File: src/hdl/ldadsr_pkg.sv
// ----------------------------------------------------------------------------
// ldadsr_pkg - shared types and constants of the linear DADSR envelope
// Register map, stage codes, sequencer states and the structs passed
// between the register file, the sequencer and the top level.
// ----------------------------------------------------------------------------
`timescale 1ns / 1ps
`default_nettype none

package ldadsr_pkg;

  // Default values for the top-level parameters
  localparam int FRAC_BITS_DEF  = 23;
  localparam int COUNT_BITS_DEF = 24;

  // Fixed field widths
  localparam int CFG_W  = 24;   // stage lengths and sustain level
  localparam int GAIN_W = 16;
  localparam int OUT_W  = 16;
  localparam int ADDR_W = 5;
  localparam int DATA_W = 32;

  localparam logic [GAIN_W-1:0] GAIN_RESET = 16'h8000;

  typedef enum logic [2:0] {
    REG_DELAY   = 3'd0,
    REG_ATTACK  = 3'd1,
    REG_DECAY   = 3'd2,
    REG_RELEASE = 3'd3,
    REG_SUSTAIN = 3'd4,
    REG_GAIN    = 3'd5,
    REG_LOOP    = 3'd6
  } reg_idx_t;

  typedef enum logic [2:0] {
    ST_OFF     = 3'd0,
    ST_DELAY   = 3'd1,
    ST_ATTACK  = 3'd2,
    ST_DECAY   = 3'd3,
    ST_SUSTAIN = 3'd4,
    ST_RELEASE = 3'd5
  } stage_t;

  typedef enum logic [2:0] {
    S_IDLE,
    S_DIV,
    S_MUL,
    S_DONE
  } seq_state_t;

  typedef struct packed {
    logic [CFG_W-1:0]  delay_samples;
    logic [CFG_W-1:0]  attack_samples;
    logic [CFG_W-1:0]  decay_samples;
    logic [CFG_W-1:0]  release_samples;
    logic [CFG_W-1:0]  sustain_level;
    logic [GAIN_W-1:0] output_gain;
    logic              loop_enable;
  } cfg_t;

  typedef struct packed {
    logic [OUT_W-1:0] envelope;
    stage_t           stage;
  } res_t;

endpackage

`default_nettype wire

File: src/hdl/ldadsr_regs.sv
// ----------------------------------------------------------------------------
// ldadsr_regs - configuration register file
// APB-style write and read of the seven envelope settings.
// ----------------------------------------------------------------------------
`timescale 1ns / 1ps
`default_nettype none

module ldadsr_regs (
  input  wire logic                          clk,
  input  wire logic                          rst_n,
  input  wire logic                          psel,
  input  wire logic                          penable,
  input  wire logic                          pwrite,
  input  wire logic [ldadsr_pkg::ADDR_W-1:0] paddr,
  input  wire logic [ldadsr_pkg::DATA_W-1:0] pwdata,
  output logic      [ldadsr_pkg::DATA_W-1:0] prdata,
  output logic                               pready,
  output ldadsr_pkg::cfg_t                   cfg
);

  ldadsr_pkg::cfg_t cfg_r;
  logic [2:0]       idx;
  logic             wr_en;

  assign idx    = paddr[ldadsr_pkg::ADDR_W-1:2];
  assign wr_en  = psel & penable & pwrite;
  assign pready = 1'b1;
  assign cfg    = cfg_r;

  always_ff @(posedge clk) begin
    if (!rst_n) begin
      cfg_r.delay_samples   <= '0;
      cfg_r.attack_samples  <= '0;
      cfg_r.decay_samples   <= '0;
      cfg_r.release_samples <= '0;
      cfg_r.sustain_level   <= '0;
      cfg_r.output_gain     <= ldadsr_pkg::GAIN_RESET;
      cfg_r.loop_enable     <= 1'b0;
    end else if (wr_en) begin
      case (idx)
        ldadsr_pkg::REG_DELAY:   cfg_r.delay_samples   <= pwdata[ldadsr_pkg::CFG_W-1:0];
        ldadsr_pkg::REG_ATTACK:  cfg_r.attack_samples  <= pwdata[ldadsr_pkg::CFG_W-1:0];
        ldadsr_pkg::REG_DECAY:   cfg_r.decay_samples   <= pwdata[ldadsr_pkg::CFG_W-1:0];
        ldadsr_pkg::REG_RELEASE: cfg_r.release_samples <= pwdata[ldadsr_pkg::CFG_W-1:0];
        ldadsr_pkg::REG_SUSTAIN: cfg_r.sustain_level   <= pwdata[ldadsr_pkg::CFG_W-1:0];
        ldadsr_pkg::REG_GAIN:    cfg_r.output_gain     <= pwdata[ldadsr_pkg::GAIN_W-1:0];
        ldadsr_pkg::REG_LOOP:    cfg_r.loop_enable     <= pwdata[0];
        default: ;
      endcase
    end
  end

  always_comb begin
    case (idx)
      ldadsr_pkg::REG_DELAY:   prdata = ldadsr_pkg::DATA_W'(cfg_r.delay_samples);
      ldadsr_pkg::REG_ATTACK:  prdata = ldadsr_pkg::DATA_W'(cfg_r.attack_samples);
      ldadsr_pkg::REG_DECAY:   prdata = ldadsr_pkg::DATA_W'(cfg_r.decay_samples);
      ldadsr_pkg::REG_RELEASE: prdata = ldadsr_pkg::DATA_W'(cfg_r.release_samples);
      ldadsr_pkg::REG_SUSTAIN: prdata = ldadsr_pkg::DATA_W'(cfg_r.sustain_level);
      ldadsr_pkg::REG_GAIN:    prdata = ldadsr_pkg::DATA_W'(cfg_r.output_gain);
      ldadsr_pkg::REG_LOOP:    prdata = ldadsr_pkg::DATA_W'(cfg_r.loop_enable);
      default:                 prdata = '0;
    endcase
  end

endmodule

`default_nettype wire

File: src/hdl/ldadsr_div.sv
// ----------------------------------------------------------------------------
// ldadsr_div - bit-serial restoring divider
// One quotient bit per cycle; a zero divisor is treated as one.
// ----------------------------------------------------------------------------
`timescale 1ns / 1ps
`default_nettype none

module ldadsr_div #(
  parameter int DVD_W = 24,
  parameter int DVS_W = 24
) (
  input  wire logic             clk,
  input  wire logic             rst_n,
  input  wire logic             start,
  input  wire logic [DVD_W-1:0] dividend,
  input  wire logic [DVS_W-1:0] divisor,
  output logic                  busy,
  output logic                  done,
  output logic      [DVD_W-1:0] quotient
);

  localparam int CNT_W = $clog2(DVD_W + 1);

  logic [DVD_W-1:0] quo_r, quo_nxt;
  logic [DVS_W-1:0] rem_r, rem_nxt;
  logic [DVS_W-1:0] dvs_r;
  logic [CNT_W-1:0] cnt_r;
  logic             busy_r, done_r;
  logic [DVS_W:0]   trial;
  logic             q_bit;

  // quo_r shifts dividend bits out at the top and quotient bits in at the bottom
  always_comb begin
    trial = {rem_r, quo_r[DVD_W-1]};
    q_bit = (trial >= {1'b0, dvs_r});
    if (q_bit) begin
      rem_nxt = DVS_W'(trial - {1'b0, dvs_r});
    end else begin
      rem_nxt = trial[DVS_W-1:0];
    end
    quo_nxt = {quo_r[DVD_W-2:0], q_bit};
  end

  always_ff @(posedge clk) begin
    if (!rst_n) begin
      busy_r <= 1'b0;
      done_r <= 1'b0;
      cnt_r  <= '0;
    end else begin
      done_r <= 1'b0;
      if (start) begin
        busy_r <= 1'b1;
        cnt_r  <= CNT_W'(DVD_W);
      end else if (busy_r) begin
        cnt_r <= cnt_r - 1'b1;
        if (cnt_r == CNT_W'(1)) begin
          busy_r <= 1'b0;
          done_r <= 1'b1;
        end
      end
    end
  end

  always_ff @(posedge clk) begin
    if (start) begin
      quo_r <= dividend;
      rem_r <= '0;
      dvs_r <= (divisor == '0) ? DVS_W'(1) : divisor;
    end else if (busy_r) begin
      quo_r <= quo_nxt;
      rem_r <= rem_nxt;
    end
  end

  assign busy     = busy_r;
  assign done     = done_r;
  assign quotient = quo_r;

endmodule

`default_nettype wire

File: src/hdl/ldadsr_seq.sv
// ----------------------------------------------------------------------------
// ldadsr_seq - envelope sequencer and state
// Takes one gate item, handles gate edges, drives the shared divider for the
// ramp or release step, advances the stage and scales the level by the gain.
// ----------------------------------------------------------------------------
`timescale 1ns / 1ps
`default_nettype none

module ldadsr_seq #(
  parameter int FRAC_BITS  = ldadsr_pkg::FRAC_BITS_DEF,
  parameter int COUNT_BITS = ldadsr_pkg::COUNT_BITS_DEF,
  parameter int LW         = FRAC_BITS + 1
) (
  input  wire logic                         clk,
  input  wire logic                         rst_n,
  input  wire ldadsr_pkg::cfg_t             cfg,
  input  wire logic                         in_valid,
  output logic                              in_ready,
  input  wire logic                         in_gate,
  output logic                              div_start,
  output logic [LW-1:0]                     div_dividend,
  output logic [ldadsr_pkg::CFG_W-1:0]      div_divisor,
  input  wire logic                         div_done,
  input  wire logic [LW-1:0]                div_quo,
  output logic                              res_valid,
  output ldadsr_pkg::res_t                  res,
  input  wire logic                         res_take
);

  localparam int             PW      = LW + ldadsr_pkg::GAIN_W;
  localparam int             SW      = (LW > ldadsr_pkg::CFG_W) ? LW : ldadsr_pkg::CFG_W;
  localparam int             DW      = (COUNT_BITS > ldadsr_pkg::CFG_W) ?
                                       COUNT_BITS : ldadsr_pkg::CFG_W;
  localparam logic [LW-1:0]  LVL_ONE = LW'(1) << FRAC_BITS;
  localparam logic [LW-1:0]  LVL_EPS = LW'((64'd1 << FRAC_BITS) / 64'd1000000);
  localparam logic [COUNT_BITS-1:0] CNT_MAX = '1;

  ldadsr_pkg::seq_state_t state_r, state_nxt;
  ldadsr_pkg::stage_t     stage_r, stage_nxt, p1_stage;
  logic                   prev_r, prev_nxt;
  logic                   fall_r, fall_nxt;
  logic [LW-1:0]          level_r, level_nxt, p1_level;
  logic [LW-1:0]          rstep_r, rstep_nxt;
  logic [COUNT_BITS-1:0]  dcnt_r, dcnt_nxt, p1_dcnt, dcnt_inc;
  logic [PW-1:0]          prod_r, prod_nxt;

  logic                   rise, fall, att_jump;
  logic [SW-1:0]          sus_w;
  logic [LW-1:0]          sus_eff, step, rs;
  logic [LW:0]            sum_att, sum_dec;

  assign sus_w    = SW'(cfg.sustain_level);
  assign sus_eff  = (sus_w > SW'(LVL_ONE)) ? LVL_ONE : LW'(sus_w);
  assign att_jump = (cfg.attack_samples <= ldadsr_pkg::CFG_W'(1));
  assign rise     = ~prev_r & in_gate;
  assign fall     = prev_r & ~in_gate;

  // Gate edge handling, ahead of the per-stage update
  always_comb begin
    p1_stage = stage_r;
    p1_level = level_r;
    p1_dcnt  = dcnt_r;
    if (rise) begin
      if (cfg.delay_samples == '0) begin
        if (att_jump) begin
          p1_stage = ldadsr_pkg::ST_DECAY;
          p1_level = LVL_ONE;
        end else begin
          p1_stage = ldadsr_pkg::ST_ATTACK;
        end
      end else begin
        if (level_r <= LVL_EPS) begin
          p1_level = '0;
          p1_dcnt  = '0;
        end
        p1_stage = ldadsr_pkg::ST_DELAY;
      end
    end else if (fall) begin
      p1_stage = ldadsr_pkg::ST_RELEASE;
    end
  end

  assign step     = (div_quo == '0) ? LW'(1) : div_quo;
  assign rs       = fall_r ? step : rstep_r;
  assign sum_att  = {1'b0, level_r} + {1'b0, step};
  assign sum_dec  = {1'b0, sus_eff} + {1'b0, step};
  assign dcnt_inc = (dcnt_r != CNT_MAX) ? dcnt_r + 1'b1 : dcnt_r;

  always_comb begin
    state_nxt    = state_r;
    stage_nxt    = stage_r;
    prev_nxt     = prev_r;
    fall_nxt     = fall_r;
    level_nxt    = level_r;
    rstep_nxt    = rstep_r;
    dcnt_nxt     = dcnt_r;
    prod_nxt     = prod_r;
    in_ready     = 1'b0;
    res_valid    = 1'b0;
    div_start    = 1'b0;
    div_dividend = LVL_ONE;
    div_divisor  = cfg.attack_samples;

    // one division per item: release step on a falling gate, else the ramp step
    if (fall) begin
      div_dividend = level_r;
      div_divisor  = cfg.release_samples;
    end else if (p1_stage == ldadsr_pkg::ST_DECAY) begin
      div_dividend = LVL_ONE - sus_eff;
      div_divisor  = cfg.decay_samples;
    end

    unique case (state_r)
      ldadsr_pkg::S_IDLE: begin
        in_ready = 1'b1;
        if (in_valid) begin
          prev_nxt  = in_gate;
          fall_nxt  = fall;
          stage_nxt = p1_stage;
          level_nxt = p1_level;
          dcnt_nxt  = p1_dcnt;
          div_start = 1'b1;
          state_nxt = ldadsr_pkg::S_DIV;
        end
      end
      ldadsr_pkg::S_DIV: begin
        if (div_done) begin
          if (fall_r) begin
            rstep_nxt = step;
          end
          case (stage_r)
            ldadsr_pkg::ST_DELAY: begin
              if (DW'(dcnt_inc) >= DW'(cfg.delay_samples)) begin
                dcnt_nxt = '0;
                if (att_jump) begin
                  stage_nxt = ldadsr_pkg::ST_DECAY;
                  level_nxt = LVL_ONE;
                end else begin
                  stage_nxt = ldadsr_pkg::ST_ATTACK;
                end
              end else begin
                dcnt_nxt = dcnt_inc;
              end
            end
            ldadsr_pkg::ST_ATTACK: begin
              if (sum_att >= {1'b0, LVL_ONE}) begin
                level_nxt = LVL_ONE;
                stage_nxt = ldadsr_pkg::ST_DECAY;
              end else begin
                level_nxt = sum_att[LW-1:0];
              end
            end
            ldadsr_pkg::ST_DECAY: begin
              // may raise the level when sustain sits above it
              if ({1'b0, level_r} <= sum_dec) begin
                level_nxt = sus_eff;
                stage_nxt = ldadsr_pkg::ST_SUSTAIN;
              end else begin
                level_nxt = level_r - step;
              end
            end
            ldadsr_pkg::ST_SUSTAIN: begin
              if (cfg.loop_enable) begin
                stage_nxt = ldadsr_pkg::ST_ATTACK;
              end
              level_nxt = sus_eff;
            end
            ldadsr_pkg::ST_RELEASE: begin
              if (level_r <= rs) begin
                level_nxt = '0;
                stage_nxt = ldadsr_pkg::ST_OFF;
                dcnt_nxt  = '0;
              end else begin
                level_nxt = level_r - rs;
              end
            end
            default: ;
          endcase
          state_nxt = ldadsr_pkg::S_MUL;
        end
      end
      ldadsr_pkg::S_MUL: begin
        prod_nxt  = PW'(level_r) * PW'(cfg.output_gain);
        state_nxt = ldadsr_pkg::S_DONE;
      end
      ldadsr_pkg::S_DONE: begin
        res_valid = 1'b1;
        if (res_take) begin
          state_nxt = ldadsr_pkg::S_IDLE;
        end
      end
      default: state_nxt = ldadsr_pkg::S_IDLE;
    endcase
  end

  always_ff @(posedge clk) begin
    if (!rst_n) begin
      state_r <= ldadsr_pkg::S_IDLE;
      stage_r <= ldadsr_pkg::ST_OFF;
      prev_r  <= 1'b0;
      fall_r  <= 1'b0;
      level_r <= '0;
      rstep_r <= '0;
      dcnt_r  <= '0;
    end else begin
      state_r <= state_nxt;
      stage_r <= stage_nxt;
      prev_r  <= prev_nxt;
      fall_r  <= fall_nxt;
      level_r <= level_nxt;
      rstep_r <= rstep_nxt;
      dcnt_r  <= dcnt_nxt;
    end
  end

  always_ff @(posedge clk) begin
    prod_r <= prod_nxt;
  end

  assign res.envelope = prod_r[FRAC_BITS +: ldadsr_pkg::OUT_W];
  assign res.stage    = stage_r;

endmodule

`default_nettype wire

File: src/hdl/linear_dadsr_envelope.sv
// Each accepted item runs through the bit-serial step divider (S_DIV, one quotient bit
// per cycle), the gain multiply (S_MUL) and S_DONE, where it waits for the output
// register; no new item is taken until the sequencer is back in S_IDLE.
// in_ready drops for the whole item; the output register still holds a finished
// result while the next item is taken.
// Reset (rst_n low, synchronous): stage off, level zero, gain 32768, others zero.
// ----------------------------------------------------------------------------
// linear_dadsr_envelope - linear DADSR envelope generator
// Per-sample gate in, scaled envelope level and stage out; APB-style setup.
// ----------------------------------------------------------------------------
`timescale 1ns / 1ps
`default_nettype none

module linear_dadsr_envelope #(
  parameter int FRAC_BITS  = ldadsr_pkg::FRAC_BITS_DEF,
  parameter int COUNT_BITS = ldadsr_pkg::COUNT_BITS_DEF
) (
  input  wire logic                          clk,
  input  wire logic                          rst_n,
  input  wire logic                          psel,
  input  wire logic                          penable,
  input  wire logic                          pwrite,
  input  wire logic [ldadsr_pkg::ADDR_W-1:0] paddr,
  input  wire logic [ldadsr_pkg::DATA_W-1:0] pwdata,
  output logic      [ldadsr_pkg::DATA_W-1:0] prdata,
  output logic                               pready,
  input  wire logic                          in_valid,
  output logic                               in_ready,
  input  wire logic                          in_gate,
  output logic                               out_valid,
  input  wire logic                          out_ready,
  output logic      [ldadsr_pkg::OUT_W-1:0]  out_envelope_out,
  output logic      [2:0]                    out_stage_now
);

  localparam int LW = FRAC_BITS + 1;

  ldadsr_pkg::cfg_t                 cfg;
  ldadsr_pkg::res_t                 res;
  logic                             res_valid, res_take;
  logic                             div_start, div_busy, div_done;
  logic [LW-1:0]                    div_dividend, div_quo;
  logic [ldadsr_pkg::CFG_W-1:0]     div_divisor;

  logic                             out_valid_r;
  logic [ldadsr_pkg::OUT_W-1:0]     out_env_r;
  ldadsr_pkg::stage_t               out_stage_r;

  ldadsr_regs u_regs (
    .clk     (clk),
    .rst_n   (rst_n),
    .psel    (psel),
    .penable (penable),
    .pwrite  (pwrite),
    .paddr   (paddr),
    .pwdata  (pwdata),
    .prdata  (prdata),
    .pready  (pready),
    .cfg     (cfg)
  );

  ldadsr_div #(
    .DVD_W (LW),
    .DVS_W (ldadsr_pkg::CFG_W)
  ) u_div (
    .clk      (clk),
    .rst_n    (rst_n),
    .start    (div_start),
    .dividend (div_dividend),
    .divisor  (div_divisor),
    .busy     (div_busy),
    .done     (div_done),
    .quotient (div_quo)
  );

  ldadsr_seq #(
    .FRAC_BITS  (FRAC_BITS),
    .COUNT_BITS (COUNT_BITS),
    .LW         (LW)
  ) u_seq (
    .clk          (clk),
    .rst_n        (rst_n),
    .cfg          (cfg),
    .in_valid     (in_valid),
    .in_ready     (in_ready),
    .in_gate      (in_gate),
    .div_start    (div_start),
    .div_dividend (div_dividend),
    .div_divisor  (div_divisor),
    .div_done     (div_done),
    .div_quo      (div_quo),
    .res_valid    (res_valid),
    .res          (res),
    .res_take     (res_take)
  );

  // output register: loads when empty or emptying this cycle
  assign res_take = res_valid & (~out_valid_r | out_ready);

  always_ff @(posedge clk) begin
    if (!rst_n) begin
      out_valid_r <= 1'b0;
    end else if (res_take) begin
      out_valid_r <= 1'b1;
    end else if (out_ready) begin
      out_valid_r <= 1'b0;
    end
  end

  always_ff @(posedge clk) begin
    if (res_take) begin
      out_env_r   <= res.envelope;
      out_stage_r <= res.stage;
    end
  end

  assign out_valid        = out_valid_r;
  assign out_envelope_out = out_env_r;
  assign out_stage_now    = out_stage_r;

  a_start_on_accept: assert property (@(posedge clk) disable iff (!rst_n)
    div_start |-> (in_valid && in_ready))
    else $error("divider started without an accepted item");

  a_busy_after_accept: assert property (@(posedge clk) disable iff (!rst_n)
    (in_valid && in_ready) |=> div_busy)
    else $error("divider idle after item accepted");

  a_done_not_ready: assert property (@(posedge clk) disable iff (!rst_n)
    div_done |-> !in_ready)
    else $error("divider finished while sequencer idle");

  a_off_is_silent: assert property (@(posedge clk) disable iff (!rst_n)
    (out_valid && out_stage_now == ldadsr_pkg::ST_OFF) |-> (out_envelope_out == '0))
    else $error("non-zero envelope in off stage");

endmodule

`default_nettype wire

File: config.mk
export PLATFORM = sky130hd
export DESIGN_NAME = linear_dadsr_envelope
export DESIGN_NICKNAME = d
export VERILOG_FILES = /design/src/hdl/ldadsr_pkg.sv /design/src/hdl/ldadsr_regs.sv /design/src/hdl/ldadsr_div.sv /design/src/hdl/ldadsr_seq.sv /design/src/hdl/linear_dadsr_envelope.sv
export SDC_FILE = /design/constraint.sdc
export NUM_CORES = 2
export LEC_CHECK = 0
export ABC_AREA = 1
export BUFFER_PORTS_ARGS = -buffer_cell sky130_fd_sc_hd__buf_2
export CAP_MARGIN = 20
export CORE_ASPECT_RATIO = 1.25
export CORE_MARGIN = 2
export CORE_UTILIZATION = 46
export CTS_CLUSTER_SIZE = 24
export DETAILED_ROUTE_END_ITERATION = 10
export GPL_ROUTABILITY_DRIVEN = 0
export PLACE_DENSITY = 0.65
export REMOVE_ABC_BUFFERS = 1
export SYNTH_ARGS = -nofsm -noshare
export SYNTH_HDL_FRONTEND = slang
export SYNTH_SLANG_ARGS = --single-unit
File: constraint.sdc
create_clock -name clk -period 6.45 [get_ports clk]
set_clock_uncertainty 0.1 [all_clocks]
set_input_delay 1.935 -clock clk [delete_from_list [all_inputs] [get_ports clk]]
set_output_delay 1.935 -clock clk [all_outputs]
set_load 0.03 [all_outputs]
==> metrics.sh <==
ROUTE.VIAS.TOTAL=34700
YOSYS-TOP-CELLS-AREA='sky130_fd_sc_hd__fa_1 17%, sky130_fd_sc_hd__dfxtp_1 13%, sky130_fd_sc_hd__nand2_1 12%, sky130_fd_sc_hd__ha_1 9.5%, sky130_fd_sc_hd__inv_1 9.3%'
AREA.GROWTH.SYNTH_TO_FINAL_PCT=8.63
CTS-ROOT-TO-SINK-BUFFERS=3
DRT-WIRELENGTH-PER-CELL_UM=19.2
SETUP_VIOL_COUNT_FINAL=0
GLOBAL_ROUTE.OVERFLOW_TOTAL=0
POSTSYNTH.ASYNCRESETSHARE_PCT=0
ROWS=116
NETLIST-CELL-TYPE-COUNT=67
STARTPOINT_TYPE='flop'
INSTANCES_NO_FILL=6264
IO-PIN-COUNT=99
FIN_HOLD_WS_PS=333
FINAL_WIRELENGTH_MM=121
POWER.LEAKAGE_nW=19.2
IRDROPWORSTVDD_mV=0.237
GROUTE.USAGE.OVERALL_PCT=28.9
FLOORPLAN.DIE_AREA_SQ_MM=0.0823
CHIPWIDTH_UM=257
SYNTH_SEQ_CELLS=331
TIMING.HOLD.WORST.CLASS='reg -> reg'
GRT_SETUP_UNREPAIRED='no'
CRITICAL_PATH_REQUIRED_PS=6680
TIMING_MAX_TRANSITION_VIOLATIONS_FINAL=0
TRITONCTS_CLOCK_TREE='built'
FIRST_GLOBAL_VIAS=33000
CLOCK_SINKS=331
MAXCAPVIOLATIONS=0
WORSTSKEWPAIRLATENCY_PS=630
FINAL.SETUP.TNS_PS=0
POSTCTSSETUPBUFFERS=0
WORST_EP_ARRIVAL_TIME_PS=6410
DRC_ERRORS=0
TIMING_HOLD_VIOLATIONS_FINAL=0
PORT_BUFFERS=79
GLOBAL_ROUTE_WIRE_LENGTH_BEFORE_REPAIR_MM=186
CELL_AREA_AFTER_TECHNOLOGY_MAPPING_SQ_MM=0.0368
CTS.ROOT.BUFFER_CELL='sky130_fd_sc_hd__clkbuf_16'
WORST_SLEW_MARGIN_REL_PCT=23.2
DRT_ITER0_MARKERS=3231
AVERAGE_CELL_AREA_AFTER_SYNTHESIS_SQ_UM=7.11
CORE_UTILIZATION_OF_THE_FINISHED_LAYOUT_PCT=50.2
FMAX_ACHIEVED_GHz=0.162
DPL.CELL_COUNT=6188
POWER_PER_CELL_AREA_mW_PER_MM2=285
SYNTH.YOSYS.SEQ_AREA_SHARE_PCT=20.3
STARTING_UTILIZATION_OF_THE_CORE_AREA_PCT=46.2
TIGHTEST_SLEW_PS=1150
NETLIST.AREA_LEADER.SHARE_PCT=16.8
OUTCOME='finished, final reports clean'
CTS_MADE_BUFFERS=40
HPWLAFTERDP_MM=95.4
SYNTH_FF_TYPE='sky130_fd_sc_hd__dfxtp_1'
SYNTH_ENABLE_FLOP_CELLS=83
TIMING_WORST_SETUP_PATH_TYPE='reg -> reg'
CTS_MAX_LEVEL=2
LAYOUT.NETS=5803
FINALWORSTPATHREQUIREDPERIOD_PS=6180
DETAIL-ROUTE-ANTENNA-NETS=0
ITERATION_COUNT_OF_THE_INITIAL_DETAILED_ROUTING_PASS=6
CRITICAL_PATH.MAX_FANOUT=9
ENDPOINT_CLASS_OF_THE_CRITICAL_PATH='flop'
POWER_mW=11.4
SYNTH.LARGEST_AREA_CELL='sky130_fd_sc_hd__fa_1'
ANTENNADIODECOUNT=0
CTS_HOLD_REPAIR.BUFFERS=0
YOSYSWARNINGCOUNT=0
VIAS_PER_CELL=5.54
GRT_START_MAX_NET_PINS=91
ANTENNA_VIOLATIONS_BEFORE_REPAIR=1
CHIPHEIGHT_UM=320
DRIVE_GT1_SHARE_PCT=8.46
CLK_PIN_SLEW_WORST_PATHS_PS=60
PERIOD_SHARE_PCT=95.9
CORE-AREA_SQ_MM=0.0797
NETLIST_INSTANCES=5175
-- repair_timing --
action,CTS,global route
resized for setup,0,11
endpoints found under the setup margin,0,31
hold endpoints to repair,0,0
-- critical path: stages (launching register included) --
cell and delay, ps:
sky130_fd_sc_hd__dfxtp_1 680, sky130_fd_sc_hd__buf_4 250, sky130_fd_sc_hd__nand2_1 70, sky130_fd_sc_hd__fa_1 490, sky130_fd_sc_hd__fa_1 450, sky130_fd_sc_hd__fa_1 500
sky130_fd_sc_hd__inv_1 70, sky130_fd_sc_hd__fa_1 540, sky130_fd_sc_hd__inv_1 50, sky130_fd_sc_hd__fa_1 470, sky130_fd_sc_hd__inv_1 50, sky130_fd_sc_hd__fa_1 440
sky130_fd_sc_hd__ha_1 360, sky130_fd_sc_hd__a21oi_1 140, sky130_fd_sc_hd__inv_1 70, sky130_fd_sc_hd__a31oi_1 150, sky130_fd_sc_hd__o221ai_1 180, sky130_fd_sc_hd__a21oi_1 190
sky130_fd_sc_hd__nand2_1 150, sky130_fd_sc_hd__a21oi_1 260, sky130_fd_sc_hd__o21bai_1 110, sky130_fd_sc_hd__xor2_1 150
-- layer usage --
| layer | part of all wire (%) | up-vias | track usage [%] |
|---|---|---|---|
| met5 | 0 | - | 0 |
| met4 | 7.5 | 0 | 19.2 |
| met3 | 6.8 | 405 | 3.14 |
| met2 | 46 | 1447 | 47.4 |
| met1 | 39 | 16500 | 36.0 |
| li1 | - | 16400 | - |
-- synthesized netlist by cell type, types with 24 or more instances --
| cell | instances |
|---|---|
| sky130_fd_sc_hd__a21oi_1 | 391 |
| sky130_fd_sc_hd__a21oi_2 | 46 |
| sky130_fd_sc_hd__buf_2 | 24 |
| sky130_fd_sc_hd__clkbuf_1 | 198 |
| sky130_fd_sc_hd__dfxtp_1 | 248 |
| sky130_fd_sc_hd__edfxtp_1 | 83 |
| sky130_fd_sc_hd__fa_1 | 309 |
| sky130_fd_sc_hd__ha_1 | 279 |
| sky130_fd_sc_hd__inv_1 | 910 |
| sky130_fd_sc_hd__nand2_1 | 1136 |
| sky130_fd_sc_hd__nand2_2 | 30 |
| sky130_fd_sc_hd__nand3_1 | 187 |
| sky130_fd_sc_hd__nand4_1 | 46 |
| sky130_fd_sc_hd__nor2_1 | 400 |
| sky130_fd_sc_hd__nor3_1 | 55 |
| sky130_fd_sc_hd__o21ai_0 | 321 |
| sky130_fd_sc_hd__o221ai_1 | 26 |
| sky130_fd_sc_hd__o22ai_1 | 36 |
| sky130_fd_sc_hd__xnor2_1 | 44 |
| sky130_fd_sc_hd__xor2_1 | 97 |
-- registers in the layout, summed over array words and instances, names as in the netlist, 2 cells and up --
| name | flops |
|---|---|
| u_div.quotient | 24 |
| out_stage_now | 3 |
| u_seq.state_r | 2 |
| out_envelope_out | 16 |
| u_seq.prod_r | 16 |
| u_seq.rstep_r | 24 |
| u_div.rem_r | 24 |
| u_seq.stage_r | 3 |
| u_seq.dcnt_r | 24 |
| u_div.dvs_r | 24 |
| u_seq.level_r | 24 |
| u_regs.cfg | 137 |
| u_div.cnt_r | 5 |
-- kinds of logic (layout without fill, tap and decap cells) --
group	after synthesis	after routing	share of synthesized area, %
AND/OR/NAND/NOR	1945	1945	22.3
buffers and inverters	1196	1216	12.7
AO/OA/AOI/OAI	972	972	15.1
adder cells (fa/ha/maj)	588	588	26.3
flip-flops	331	331	20.3
XOR/XNOR	141	141	3.36
other	2	9	0.0204
-- worst paths after layout --
check                               from                        endpoint  slack [ps]  depth (start not counted)
min           u_seq.prod_r[36]$_DFFE_PP_  out_envelope_out[13]$_DFFE_PP_         330                          0
min reg2reg   u_seq.prod_r[36]$_DFFE_PP_  out_envelope_out[13]$_DFFE_PP_         330                          0
max          u_regs.cfg[10]$_SDFFE_PN0P_      u_seq.prod_r[35]$_DFFE_PP_         270                         21
max reg2reg  u_regs.cfg[10]$_SDFFE_PN0P_      u_seq.prod_r[35]$_DFFE_PP_         270                         21
-- cell usage in the layout, fill, tap and decap left out, drive strengths merged, types with 4 or more instances in the layout --
cell | Yosys | layout
nand2 | 1173 | 1173
inv | 927 | 933
a21oi | 437 | 437
nor2 | 417 | 417
o21ai | 345 | 345
fa | 309 | 309
ha | 279 | 279
dfxtp | 248 | 248
buf | 63 | 210
nand3 | 198 | 198
xor2 | 97 | 97
edfxtp | 83 | 83
nor3 | 60 | 60
clkbuf | 201 | 53
nand4 | 48 | 48
xnor2 | 44 | 44
o22ai | 36 | 36
o221ai | 26 | 26
nor4 | 22 | 22
o211ai | 20 | 20
o21bai | 20 | 20
a31oi | 18 | 18
nand3b | 17 | 17
clkinv | 5 | 14
a221oi | 13 | 13
o2111ai | 10 | 10
conb | 2 | 9
o21a | 8 | 8
a32o | 8 | 8
a21o | 7 | 7
a211oi | 6 | 6
o31ai | 4 | 4
bufinv | 0 | 4
a21boi | 4 | 4
a31o | 4 | 4
-- power breakdown --
part | leakage, nW | internal, mW | switching (mW)
combinational | 15.7 | 1.91 | 4.22
sequential | 2.81 | 2.50 | 0.285
clock | 0.699 | 1.42 | 1.08
total | 19.2 | 5.82 | 5.59
-- layout make-up --
type | count | area, sq um
flip-flops and latches | 331 | 7470
inverters | 932 | 3510
fillers | 7893 | 39700
clock buffers | 53 | 1110
clock inverters | 21 | 324
well taps | 1062 | 1330
multi-input cells | 3655 | 24800
repair buffers | 210 | 1490
-- stage by stage --
step                setup WS, ps  area (sq um)
floorplan                    467         35700
global placement             215         38500
detailed placement           140         38500
CTS                          109         39900
global route                60.8         40000
finish                       265         40000
Note: power is estimated with default switching activity, not from simulation.
